### src/rtl/servo_pulse_slew_limiter_unit_macros.svh
// assertion macros shared by the rtl files
`ifndef SERVO_PULSE_SLEW_LIMITER_UNIT_MACROS_SVH
`define SERVO_PULSE_SLEW_LIMITER_UNIT_MACROS_SVH

// same-cycle implication, checked on every rising edge outside reset
`define SPSL_ASSERT_NOW(label, ante, cons, msg) \
  label: assert property (@(posedge clk) disable iff (rst) (ante) |-> (cons)) \
    else $error(msg);

// next-cycle implication
`define SPSL_ASSERT_NEXT(label, ante, cons, msg) \
  label: assert property (@(posedge clk) disable iff (rst) (ante) |=> (cons)) \
    else $error(msg);

`endif

### src/rtl/spsl_pkg.sv
package spsl_pkg;

  // channel count and derived index width
  localparam int CHANNELS = 6;
  localparam int IDX_W = (CHANNELS > 1) ? $clog2(CHANNELS) : 1;
  localparam logic [IDX_W-1:0] CH_LAST = IDX_W'(CHANNELS - 1);

  // configuration port
  localparam int CFG_IDX_W = 3;
  localparam int CFG_DATA_W = 16;

  // register indexes
  typedef enum logic [CFG_IDX_W-1:0] {
    REG_STEP_SIZE         = 3'd0,
    REG_ANGLE_LOW         = 3'd1,
    REG_ANGLE_HIGH        = 3'd2,
    REG_PULSE_BASE        = 3'd3,
    REG_PULSES_PER_DEGREE = 3'd4,
    REG_DEGREES_PER_PULSE = 3'd5
  } spsl_reg_t;

  // register reset values
  localparam logic [15:0] RST_STEP_SIZE = 16'd10;
  localparam logic signed [12:0] RST_ANGLE_LOW = 13'sd0;
  localparam logic signed [12:0] RST_ANGLE_HIGH = 13'sd2880;
  localparam logic [15:0] RST_PULSE_BASE = 16'd500;
  localparam logic [15:0] RST_PULSES_PER_DEGREE = 16'd2844;
  localparam logic [15:0] RST_DEGREES_PER_PULSE = 16'd5898;

  // saturation limits of the reported angle
  localparam logic signed [22:0] ANGLE_SAT_MAX = 23'sd4095;
  localparam logic signed [22:0] ANGLE_SAT_MIN = -23'sd4096;

  // input mode codes
  localparam logic MODE_SET_TARGET = 1'b0;
  localparam logic MODE_TICK = 1'b1;

  // sequencer states
  typedef enum logic [2:0] {
    S_IDLE,
    S_SET_MUL,
    S_SET_WR,
    S_UPD,
    S_ANG_MUL,
    S_EMIT
  } spsl_state_t;

  // commands from controller to datapath
  typedef struct packed {
    logic             load_in;
    logic             set_mul;
    logic             set_wr;
    logic             upd;
    logic             ang_mul;
    logic             emit;
    logic [IDX_W-1:0] idx;
  } spsl_cmd_t;

  // status from datapath to controller
  typedef struct packed {
    logic out_free;
  } spsl_sts_t;

  // per-channel pulse after reset
  function automatic logic [15:0] reset_pulse(int ch);
    logic [15:0] v;
    case (ch)
      0: v = 16'd1055;
      1: v = 16'd2500;
      2: v = 16'd778;
      3: v = 16'd2444;
      4: v = 16'd2500;
      5: v = 16'd722;
      default: v = 16'd500;
    endcase
    return v;
  endfunction

endpackage

### src/rtl/spsl_in_if.sv
interface spsl_in_if;
  logic              valid;
  logic              ready;
  logic              mode;
  logic [2:0]        channel;
  logic signed [12:0] angle;

  modport source (output valid, output mode, output channel, output angle, input ready);
  modport sink (input valid, input mode, input channel, input angle, output ready);
endinterface

### src/rtl/spsl_out_if.sv
interface spsl_out_if;
  logic               valid;
  logic               ready;
  logic [2:0]         out_channel;
  logic [15:0]        pulse_width;
  logic signed [12:0] reached_angle;
  logic               all_settled;
  logic               last;

  modport source (output valid, output out_channel, output pulse_width,
                  output reached_angle, output all_settled, output last, input ready);
  modport sink (input valid, input out_channel, input pulse_width,
                input reached_angle, input all_settled, input last, output ready);
endinterface

### src/rtl/spsl_cfg_if.sv
interface spsl_cfg_if;
  logic                             valid;
  logic                             ready;
  logic [spsl_pkg::CFG_IDX_W-1:0]   index;
  logic [spsl_pkg::CFG_DATA_W-1:0]  data;

  modport source (output valid, output index, output data, input ready);
  modport sink (input valid, input index, input data, output ready);
endinterface

### src/rtl/spsl_ctrl.sv
module spsl_ctrl (
  input  logic                clk,
  input  logic                rst,
  input  logic                in_valid,
  input  logic                in_mode,
  output logic                in_ready,
  input  spsl_pkg::spsl_sts_t sts,
  output spsl_pkg::spsl_cmd_t cmd
);

  spsl_pkg::spsl_state_t state, state_next;
  logic [spsl_pkg::IDX_W-1:0] idx, idx_next;

  // state and channel counter
  always_ff @(posedge clk) begin
    if (rst) begin
      state <= spsl_pkg::S_IDLE;
      idx <= '0;
    end else begin
      state <= state_next;
      idx <= idx_next;
    end
  end

  // next state
  always_comb begin
    state_next = state;
    idx_next = idx;
    unique case (state)
      spsl_pkg::S_IDLE: begin
        idx_next = '0;
        if (in_valid) begin
          state_next = (in_mode == spsl_pkg::MODE_TICK) ? spsl_pkg::S_UPD
                                                        : spsl_pkg::S_SET_MUL;
        end
      end
      spsl_pkg::S_SET_MUL: state_next = spsl_pkg::S_SET_WR;
      spsl_pkg::S_SET_WR:  state_next = spsl_pkg::S_IDLE;
      spsl_pkg::S_UPD: begin
        if (idx == spsl_pkg::CH_LAST) begin
          state_next = spsl_pkg::S_ANG_MUL;
          idx_next = '0;
        end else begin
          idx_next = idx + 1'b1;
        end
      end
      spsl_pkg::S_ANG_MUL: state_next = spsl_pkg::S_EMIT;
      spsl_pkg::S_EMIT: begin
        if (sts.out_free) begin
          if (idx == spsl_pkg::CH_LAST) begin
            state_next = spsl_pkg::S_IDLE;
            idx_next = '0;
          end else begin
            state_next = spsl_pkg::S_ANG_MUL;
            idx_next = idx + 1'b1;
          end
        end
      end
      default: state_next = spsl_pkg::S_IDLE;
    endcase
  end

  // outputs
  always_comb begin
    in_ready = (state == spsl_pkg::S_IDLE);
    cmd.load_in = (state == spsl_pkg::S_IDLE) && in_valid;
    cmd.set_mul = (state == spsl_pkg::S_SET_MUL);
    cmd.set_wr = (state == spsl_pkg::S_SET_WR);
    cmd.upd = (state == spsl_pkg::S_UPD);
    cmd.ang_mul = (state == spsl_pkg::S_ANG_MUL);
    cmd.emit = (state == spsl_pkg::S_EMIT) && sts.out_free;
    cmd.idx = idx;
  end

`include "servo_pulse_slew_limiter_unit_macros.svh"

  `SPSL_ASSERT_NEXT(a_tick_starts_at_ch0, in_valid && in_ready && (in_mode == spsl_pkg::MODE_TICK), (state == spsl_pkg::S_UPD) && (idx == '0), "tick did not start update at channel zero")
  `SPSL_ASSERT_NEXT(a_last_emit_idles, cmd.emit && (idx == spsl_pkg::CH_LAST), state == spsl_pkg::S_IDLE, "sequencer did not return to idle after last result")
  `SPSL_ASSERT_NOW(a_idx_in_range, 1'b1, idx <= spsl_pkg::CH_LAST, "channel counter out of range")
  `SPSL_ASSERT_NEXT(a_set_no_update, cmd.set_mul, cmd.set_wr, "set-target write did not follow multiply")

endmodule

### src/rtl/spsl_dpath.sv
module spsl_dpath (
  input  logic                clk,
  input  logic                rst,
  input  logic [2:0]          in_channel,
  input  logic signed [12:0]  in_angle,
  input  spsl_pkg::spsl_cmd_t cmd,
  output spsl_pkg::spsl_sts_t sts,
  spsl_cfg_if.sink            cfg,
  spsl_out_if.source          result
);

  // configuration registers
  logic [15:0]        step_size;
  logic signed [12:0] angle_low;
  logic signed [12:0] angle_high;
  logic [15:0]        pulse_base;
  logic [15:0]        pulses_per_degree;
  logic [15:0]        degrees_per_pulse;

  // channel state
  logic [15:0] current_pulse [spsl_pkg::CHANNELS];
  logic [15:0] target_pulse [spsl_pkg::CHANNELS];
  logic        settled;

  // latched input and products
  logic [2:0]         ch_q;
  logic signed [12:0] ang_q;
  logic [28:0]        prod_set;
  logic signed [33:0] prod_ang;

  // output register
  logic               out_valid;
  logic [2:0]         out_channel;
  logic [15:0]        pulse_width;
  logic signed [12:0] reached_angle;
  logic               all_settled;
  logic               last;

  // combinational intermediates
  logic signed [12:0] ang_hi_clamp;
  logic signed [12:0] ang_clamp;
  logic signed [13:0] ang_off_s;
  logic [12:0]        ang_off;
  logic [17:0]        set_sum;
  logic [15:0]        set_pulse;
  logic [15:0]        cur;
  logic [15:0]        tgt;
  logic signed [16:0] diff;
  logic [16:0]        mag;
  logic               stepped;
  logic [15:0]        cur_new;
  logic signed [16:0] pulse_off;
  logic signed [16:0] dpp_s;
  logic signed [22:0] ang_sum;
  logic signed [12:0] ang_sat;

  assign cfg.ready = 1'b1;
  assign sts.out_free = !out_valid || result.ready;

  // configuration writes
  always_ff @(posedge clk) begin
    if (rst) begin
      step_size <= spsl_pkg::RST_STEP_SIZE;
      angle_low <= spsl_pkg::RST_ANGLE_LOW;
      angle_high <= spsl_pkg::RST_ANGLE_HIGH;
      pulse_base <= spsl_pkg::RST_PULSE_BASE;
      pulses_per_degree <= spsl_pkg::RST_PULSES_PER_DEGREE;
      degrees_per_pulse <= spsl_pkg::RST_DEGREES_PER_PULSE;
    end else if (cfg.valid) begin
      unique case (spsl_pkg::spsl_reg_t'(cfg.index))
        spsl_pkg::REG_STEP_SIZE:         step_size <= cfg.data;
        spsl_pkg::REG_ANGLE_LOW:         angle_low <= $signed(cfg.data[12:0]);
        spsl_pkg::REG_ANGLE_HIGH:        angle_high <= $signed(cfg.data[12:0]);
        spsl_pkg::REG_PULSE_BASE:        pulse_base <= cfg.data;
        spsl_pkg::REG_PULSES_PER_DEGREE: pulses_per_degree <= cfg.data;
        spsl_pkg::REG_DEGREES_PER_PULSE: degrees_per_pulse <= cfg.data;
        default: ;
      endcase
    end
  end

  // clamp angle to range, crossed limits give the low limit
  always_comb begin
    ang_hi_clamp = (ang_q > angle_high) ? angle_high : ang_q;
    ang_clamp = (ang_hi_clamp < angle_low) ? angle_low : ang_hi_clamp;
    ang_off_s = 14'(ang_clamp) - 14'(angle_low);
    ang_off = ang_off_s[12:0];
  end

  // base plus scaled offset, saturated to 16 bits
  always_comb begin
    set_sum = 18'(pulse_base) + 18'(prod_set[28:12]);
    set_pulse = (|set_sum[17:16]) ? 16'hFFFF : set_sum[15:0];
  end

  // one channel of the slew step
  always_comb begin
    cur = current_pulse[cmd.idx];
    tgt = target_pulse[cmd.idx];
    diff = $signed({1'b0, tgt}) - $signed({1'b0, cur});
    mag = diff[16] ? 17'(-diff) : 17'(diff);
    stepped = mag > {1'b0, step_size};
    if (!stepped) begin
      cur_new = tgt;
    end else if (diff[16]) begin
      cur_new = cur - step_size;
    end else begin
      cur_new = cur + step_size;
    end
  end

  // pulse back to angle: floor shift, offset, saturate
  always_comb begin
    pulse_off = $signed({1'b0, cur}) - $signed({1'b0, pulse_base});
    dpp_s = $signed({1'b0, degrees_per_pulse});
    ang_sum = 23'($signed(prod_ang[33:12])) + 23'(angle_low);
    if (ang_sum > spsl_pkg::ANGLE_SAT_MAX) begin
      ang_sat = 13'sd4095;
    end else if (ang_sum < spsl_pkg::ANGLE_SAT_MIN) begin
      ang_sat = -13'sd4096;
    end else begin
      ang_sat = ang_sum[12:0];
    end
  end

  // input latch and multipliers
  always_ff @(posedge clk) begin
    if (cmd.load_in) begin
      ch_q <= in_channel;
      ang_q <= in_angle;
    end
    if (cmd.set_mul) begin
      prod_set <= ang_off * pulses_per_degree;
    end
    if (cmd.ang_mul) begin
      prod_ang <= pulse_off * dpp_s;
    end
  end

  // channel pulse state and settled flag
  always_ff @(posedge clk) begin
    if (rst) begin
      for (int i = 0; i < spsl_pkg::CHANNELS; i++) begin
        current_pulse[i] <= spsl_pkg::reset_pulse(i);
        target_pulse[i] <= spsl_pkg::reset_pulse(i);
      end
      settled <= 1'b1;
    end else begin
      if (cmd.load_in) begin
        settled <= 1'b1;
      end else if (cmd.upd) begin
        settled <= settled && !stepped;
      end
      if (cmd.upd) begin
        current_pulse[cmd.idx] <= cur_new;
      end
      if (cmd.set_wr && (5'(ch_q) < 5'(spsl_pkg::CHANNELS))) begin
        target_pulse[spsl_pkg::IDX_W'(ch_q)] <= set_pulse;
      end
    end
  end

  // output register valid
  always_ff @(posedge clk) begin
    if (rst) begin
      out_valid <= 1'b0;
    end else if (cmd.emit) begin
      out_valid <= 1'b1;
    end else if (result.ready) begin
      out_valid <= 1'b0;
    end
  end

  // output register payload
  always_ff @(posedge clk) begin
    if (cmd.emit) begin
      out_channel <= 3'(cmd.idx);
      pulse_width <= cur;
      reached_angle <= ang_sat;
      all_settled <= settled;
      last <= (cmd.idx == spsl_pkg::CH_LAST);
    end
  end

  assign result.valid = out_valid;
  assign result.out_channel = out_channel;
  assign result.pulse_width = pulse_width;
  assign result.reached_angle = reached_angle;
  assign result.all_settled = all_settled;
  assign result.last = last;

`include "servo_pulse_slew_limiter_unit_macros.svh"

  `SPSL_ASSERT_NOW(a_emit_when_free, cmd.emit, !out_valid || result.ready, "result loaded over an untaken beat")
  `SPSL_ASSERT_NEXT(a_settled_held, !cmd.upd && !cmd.load_in, $stable(settled), "settled flag changed outside update")
  `SPSL_ASSERT_NOW(a_one_mul_at_a_time, cmd.set_mul || cmd.ang_mul, !(cmd.set_mul && cmd.ang_mul), "both multipliers loaded together")

endmodule

### src/rtl/servo_pulse_slew_limiter_unit.sv
// channel | dir | beat contents
// item    | in  | mode, channel, angle
// result  | out | out_channel, pulse_width, reached_angle, all_settled, last
// cfg     | in  | index, data (register write, always ready)
//
// a set-target item is accepted, multiplied, then written as the channel target
// a tick is accepted, then updates one channel per cycle, then per channel runs a multiply
// step and an output load step, the load waiting while the result is stalled
// the angle multiplier and the single output register set the tick length
// reset (rst, synchronous) restores registers, channel pulses and targets
// the last result may wait in the output register while the next item is accepted
module servo_pulse_slew_limiter_unit (
  input  logic       clk,
  input  logic       rst,
  spsl_in_if.sink    item,
  spsl_out_if.source result,
  spsl_cfg_if.sink   cfg
);

  spsl_pkg::spsl_cmd_t cmd;
  spsl_pkg::spsl_sts_t sts;

  // sequencer
  spsl_ctrl u_ctrl (
    .clk      (clk),
    .rst      (rst),
    .in_valid (item.valid),
    .in_mode  (item.mode),
    .in_ready (item.ready),
    .sts      (sts),
    .cmd      (cmd)
  );

  // registers, channel state and arithmetic
  spsl_dpath u_dpath (
    .clk        (clk),
    .rst        (rst),
    .in_channel (item.channel),
    .in_angle   (item.angle),
    .cmd        (cmd),
    .sts        (sts),
    .cfg        (cfg),
    .result     (result)
  );

endmodule

### src/flat_wrapper.sv
// flat-port wrapper written by rule: the top's interface ports become plain ports
module servo_pulse_slew_limiter_unit_flat 
  (clk, rst, item_valid, item_mode, item_channel, item_angle, item_ready, result_valid, result_out_channel, result_pulse_width, result_reached_angle, result_all_settled, result_last, result_ready, cfg_valid, cfg_index, cfg_data, cfg_ready);
  spsl_in_if item_i ();
  spsl_out_if result_i ();
  spsl_cfg_if cfg_i ();
  input  logic clk;
  input  logic rst;
  input wire logic [$bits(item_i.valid)-1:0] item_valid;
  input wire logic [$bits(item_i.mode)-1:0] item_mode;
  input wire logic [$bits(item_i.channel)-1:0] item_channel;
  input wire logic [$bits(item_i.angle)-1:0] item_angle;
  output wire logic [$bits(item_i.ready)-1:0] item_ready;
  output wire logic [$bits(result_i.valid)-1:0] result_valid;
  output wire logic [$bits(result_i.out_channel)-1:0] result_out_channel;
  output wire logic [$bits(result_i.pulse_width)-1:0] result_pulse_width;
  output wire logic [$bits(result_i.reached_angle)-1:0] result_reached_angle;
  output wire logic [$bits(result_i.all_settled)-1:0] result_all_settled;
  output wire logic [$bits(result_i.last)-1:0] result_last;
  input wire logic [$bits(result_i.ready)-1:0] result_ready;
  input wire logic [$bits(cfg_i.valid)-1:0] cfg_valid;
  input wire logic [$bits(cfg_i.index)-1:0] cfg_index;
  input wire logic [$bits(cfg_i.data)-1:0] cfg_data;
  output wire logic [$bits(cfg_i.ready)-1:0] cfg_ready;
  assign item_i.valid = item_valid;
  assign item_i.mode = item_mode;
  assign item_i.channel = item_channel;
  assign item_i.angle = item_angle;
  assign item_ready = item_i.ready;
  assign result_valid = result_i.valid;
  assign result_out_channel = result_i.out_channel;
  assign result_pulse_width = result_i.pulse_width;
  assign result_reached_angle = result_i.reached_angle;
  assign result_all_settled = result_i.all_settled;
  assign result_last = result_i.last;
  assign result_i.ready = result_ready;
  assign cfg_i.valid = cfg_valid;
  assign cfg_i.index = cfg_index;
  assign cfg_i.data = cfg_data;
  assign cfg_ready = cfg_i.ready;
  servo_pulse_slew_limiter_unit u_core (.clk(clk), .rst(rst), .item(item_i), .result(result_i), .cfg(cfg_i));
endmodule
### config.mk
export PLATFORM = sky130hd
export DESIGN_NAME = servo_pulse_slew_limiter_unit_flat
export DESIGN_NICKNAME = d
export VERILOG_FILES = /design/src/rtl/spsl_pkg.sv /design/src/rtl/spsl_in_if.sv /design/src/rtl/spsl_out_if.sv /design/src/rtl/spsl_cfg_if.sv /design/src/rtl/spsl_ctrl.sv /design/src/rtl/spsl_dpath.sv /design/src/rtl/servo_pulse_slew_limiter_unit.sv /design/src/flat_wrapper.sv
export VERILOG_INCLUDE_DIRS = /design/src /design/src/rtl
export SDC_FILE = /design/constraint.sdc
export NUM_CORES = 2
export LEC_CHECK = 0
export BUFFER_PORTS_ARGS = -buffer_cell sky130_fd_sc_hd__clkbuf_2
export CAP_MARGIN = 20
export CORE_UTILIZATION = 55
export DETAILED_ROUTE_END_ITERATION = 16
export PLACE_DENSITY = 0.8
export SYNTH_ARGS = -nofsm -noshare
export SYNTH_HDL_FRONTEND = slang
export SYNTH_HIERARCHICAL = 1
export SYNTH_SLANG_ARGS = --single-unit
### constraint.sdc
create_clock -name clk -period 22.3 [get_ports clk]
set_input_delay 3.345 -clock clk [delete_from_list [all_inputs] [get_ports clk]]
set_output_delay 3.345 -clock clk [all_outputs]
set_load 0.005 [all_outputs]
==> results.sh <==
export IMPL_status="finished, final reports clean"
export IMPL_max_freq_mhz=79.8
export IMPL_grt_usage=0.274
export IMPL_critical_path_depth=36
export IMPL_max_slew_margin=0.249
export IMPL_drv_slew=0
export IMPL_tns_ns=0
export IMPL_clock_root_buffer="clkbuf_16"
export IMPL_yosys_warnings=6
export IMPL_viasPerCell=5.78
export IMPL_fp_dieW_um=272
export IMPL_synth_top_cell_area_share=0.258
export IMPL_gp_congestion=0.934
export IMPL_ys_seq_area_frac=0.307
export IMPL_antenna_found_initial=2
export IMPL_cts_sinks=443
export IMPL_grt_pass1_wl_mm=159
export IMPL_cts_resized=0
export IMPL_cp_top_family="compound AO/OA/AOI/OAI gates"
export IMPL_startpoint="u_core/u_ctrl/idx[0]"
export IMPL_cp_end_kind="flop"
export IMPL_synth_common_cells="614 x inv_1, 586 x nand2_1, 436 x fa_1"
export IMPL_drive_gt1_frac=0.0837
export IMPL_arrival_ns=12.89
export IMPL_floorplan_rows=98
export IMPL_reg2reg_depth=36
export IMPL_netlist_area_sq_um=40200
export IMPL_synth_seq_cells=443
export IMPL_wl_per_cell_um=19.9
export IMPL_syn_area_per_cell_sq_um=10.1
export IMPL_ff_latch_area_sq_um=12300
export IMPL_setup_ws_ns=9.76
export IMPL_hold_path_class="flop to flop"
export IMPL_grt_pass1_vias=29420
export IMPL_r2r_setup_slack_ns=9.76
export IMPL_die_area_sq_um=74100
export IMPL_max_slew_worst_pin_slew_ns=1.13
export IMPL_cts_tree="built"
export IMPL_crit_path_start_kind="flop"
export IMPL_clockBufferDepth=3
export IMPL_r2r_end="u_core/u_dpath/prod_ang[33]"
export IMPL_place_ws_ns=9.58
export IMPL_worst_path_largest_cell_delay_ns=0.82
export IMPL_skew_ns=0.0219
export IMPL_fin_util=0.602
export IMPL_cts_hold_buf=0
export IMPL_numCtsBuffers=45
export IMPL_wl_mm=99.6
export IMPL_crit_top_cell="fa_1"
export IMPL_endpoint="u_core/u_dpath/prod_ang[33]"
export IMPL_required_ns=22.65
export IMPL_synth_area_leaders="edfxtp_1 26%, fa_1 22%, ha_1 9.2%, inv_1 5.7%, nand2_1 5.5%"
export IMPL_hpwl_mm=74.3
export IMPL_drt_iter0_drc=2615
export IMPL_drtPass1Iterations=5
export IMPL_ys_async_sr_fraction=0
export IMPL_slowest_stage="dfxtp_4"
export IMPL_drc_errors=0
export IMPL_start_util=0.559
export IMPL_layout_min_cycle_time_ns=12.54
export IMPL_final_area_sq_um=43200
export IMPL_globalRouteOverflowTotal=0
export IMPL_fillerInstances=5751
export IMPL_num_vias=28978
export IMPL_ioPinCount=78
export IMPL_hold_viol=0
export IMPL_rsz0062_at_grt="no"
export IMPL_die_y_um=272
export IMPL_yosysUniqueCellTypes=79
export IMPL_finalCritPeriodShare=0.562
export IMPL_reg2reg_from="u_core/u_ctrl/idx[0]"
export IMPL_coreArea_sq_um=71900
export IMPL_port_buffers=76
export IMPL_n_antenna_cell=0
export IMPL_path_buf_inv=5
export IMPL_clkTransAtPathRegs_ns=0.06
export IMPL_critPathMaxFanout=40
export IMPL_placed_area_sq_um=41600
export IMPL_setup_viol=0
export IMPL_syn2layout_area_growth_pct=7.63
export IMPL_htree_num_levels=2
export IMPL_post_cts_buffers=0
export IMPL_post_synth_top_area_cell="edfxtp_1"
export IMPL_ant_nets=0
export IMPL_synthFlopType="edfxtp_1"
export IMPL_postSynthCellCount=3983
export IMPL_multi_input_area_sq_um=25100
export IMPL_post_synth_top_count_cell="inv_1"
export IMPL_nets=4799
export IMPL_synth_edf_count=345
export IMPL_drv_cap=0
export IMPL_crit_type="flop to flop"
export IMPL_grt_max_degree=99
export IMPL_insertion_delay_ns=0.62
==> area by class of cell <==
class	instances	area share
Sequential cell	443	0.285
Clock inverter	32	0.00758
Timing Repair Buffer	126	0.0180
Multi-Input combinational cell	2797	0.580
Inverter	614	0.0533
Clock buffer	52	0.0281
Tap cell	950	0.0275
==> cell usage in the layout (no fill, tap or decap), types with 37 or more instances in the layout <==
cell	instances
o21ai_0	80
buf_4	48
mux4_2	64
mux2i_1	38
and2_1	144
ha_1	295
inv_1	614
a21o_1	44
a21oi_1	160
nor2_1	274
fa_1	436
clkbuf_2	76
edfxtp_1	345
nor3_1	37
nand3_1	37
clkbuf_16	47
nor2b_1	52
nand2b_1	54
xnor2_1	108
dfxtp_1	95
nand2_1	586
==> per-layer routing <==
metal  part of all wire  routed length, um  track usage
met1               0.40              40200        0.369
met5            0.00015                 15            0
met2               0.47              46900        0.445
met3              0.086               8550       0.0462
met4              0.040               3980        0.105
==> worst register-to-register path, delay by kind of cell, from the launching register on <==
family	cells	cell delay, ns
fa+ha+maj	9	4.12
xor+xnor	2	0.55
mux	2	1.02
flops	1	0.82
compound gates	15	4.26
simple gates	3	0.54
buf+inv	5	0.95
==> cell families after synthesis <==
group,Yosys count,share of synthesized area
buf+inv,774,0.0734
other cells,2,0.000187
compound gates,454,0.0728
fa+ha+maj,731,0.309
mux,143,0.0591
xor+xnor,144,0.0314
flops,443,0.307
simple gates,1292,0.147
==> worst min-delay path by stage <==
stage,startpoint,endpoint,cells past startpoint
after floorplan,u_core/u_dpath/settled,u_core/u_dpath/result.all_settled,0
after global placement,u_core/u_dpath/settled,u_core/u_dpath/result.all_settled,0
after detailed placement,u_core/u_dpath/settled,u_core/u_dpath/result.all_settled,0
after CTS,u_core/u_dpath/settled,u_core/u_dpath/result.all_settled,0
after global routing,u_core/u_dpath/settled,u_core/u_dpath/result.all_settled,0
final,u_core/u_dpath/settled,u_core/u_dpath/result.all_settled,0
==> state kept, by name (all words and copies together) (netlist names) <==
register,cells
u_core/u_dpath/result.all_settled,1
u_core/u_dpath/prod_ang,22
u_core/u_ctrl/state,3
u_core/u_dpath/target_pulse,128
u_core/u_dpath/angle_low,13
u_core/u_dpath/step_size,16
u_core/u_ctrl/idx,3
u_core/u_dpath/pulse_base,16
u_core/u_dpath/result.pulse_width,16
u_core/u_dpath/ang_q,13
u_core/u_dpath/angle_high,13
u_core/u_dpath/ch_q,3
u_core/u_dpath/current_pulse,128
u_core/u_dpath/result.out_channel,3
u_core/u_dpath/result.valid,1
u_core/u_dpath/prod_set,17
u_core/u_dpath/pulses_per_degree,16
u_core/u_dpath/settled,1
u_core/u_dpath/result.last,1
u_core/u_dpath/degrees_per_pulse,16
u_core/u_dpath/result.reached_angle,13
==> per-stage QoR <==
step / hold slack [ns] / instances
final: 0.450 / 5014
after global routing: 0.456 / 5014
after CTS: 0.449 / 5009
after detailed placement: 0.435 / 4925
after global placement: 0.416 / 4924
after floorplan: 0.410 / 4014
Power is not shown: default switching activity piles up to over one toggle a cycle in this logic, so the estimate is an artifact.
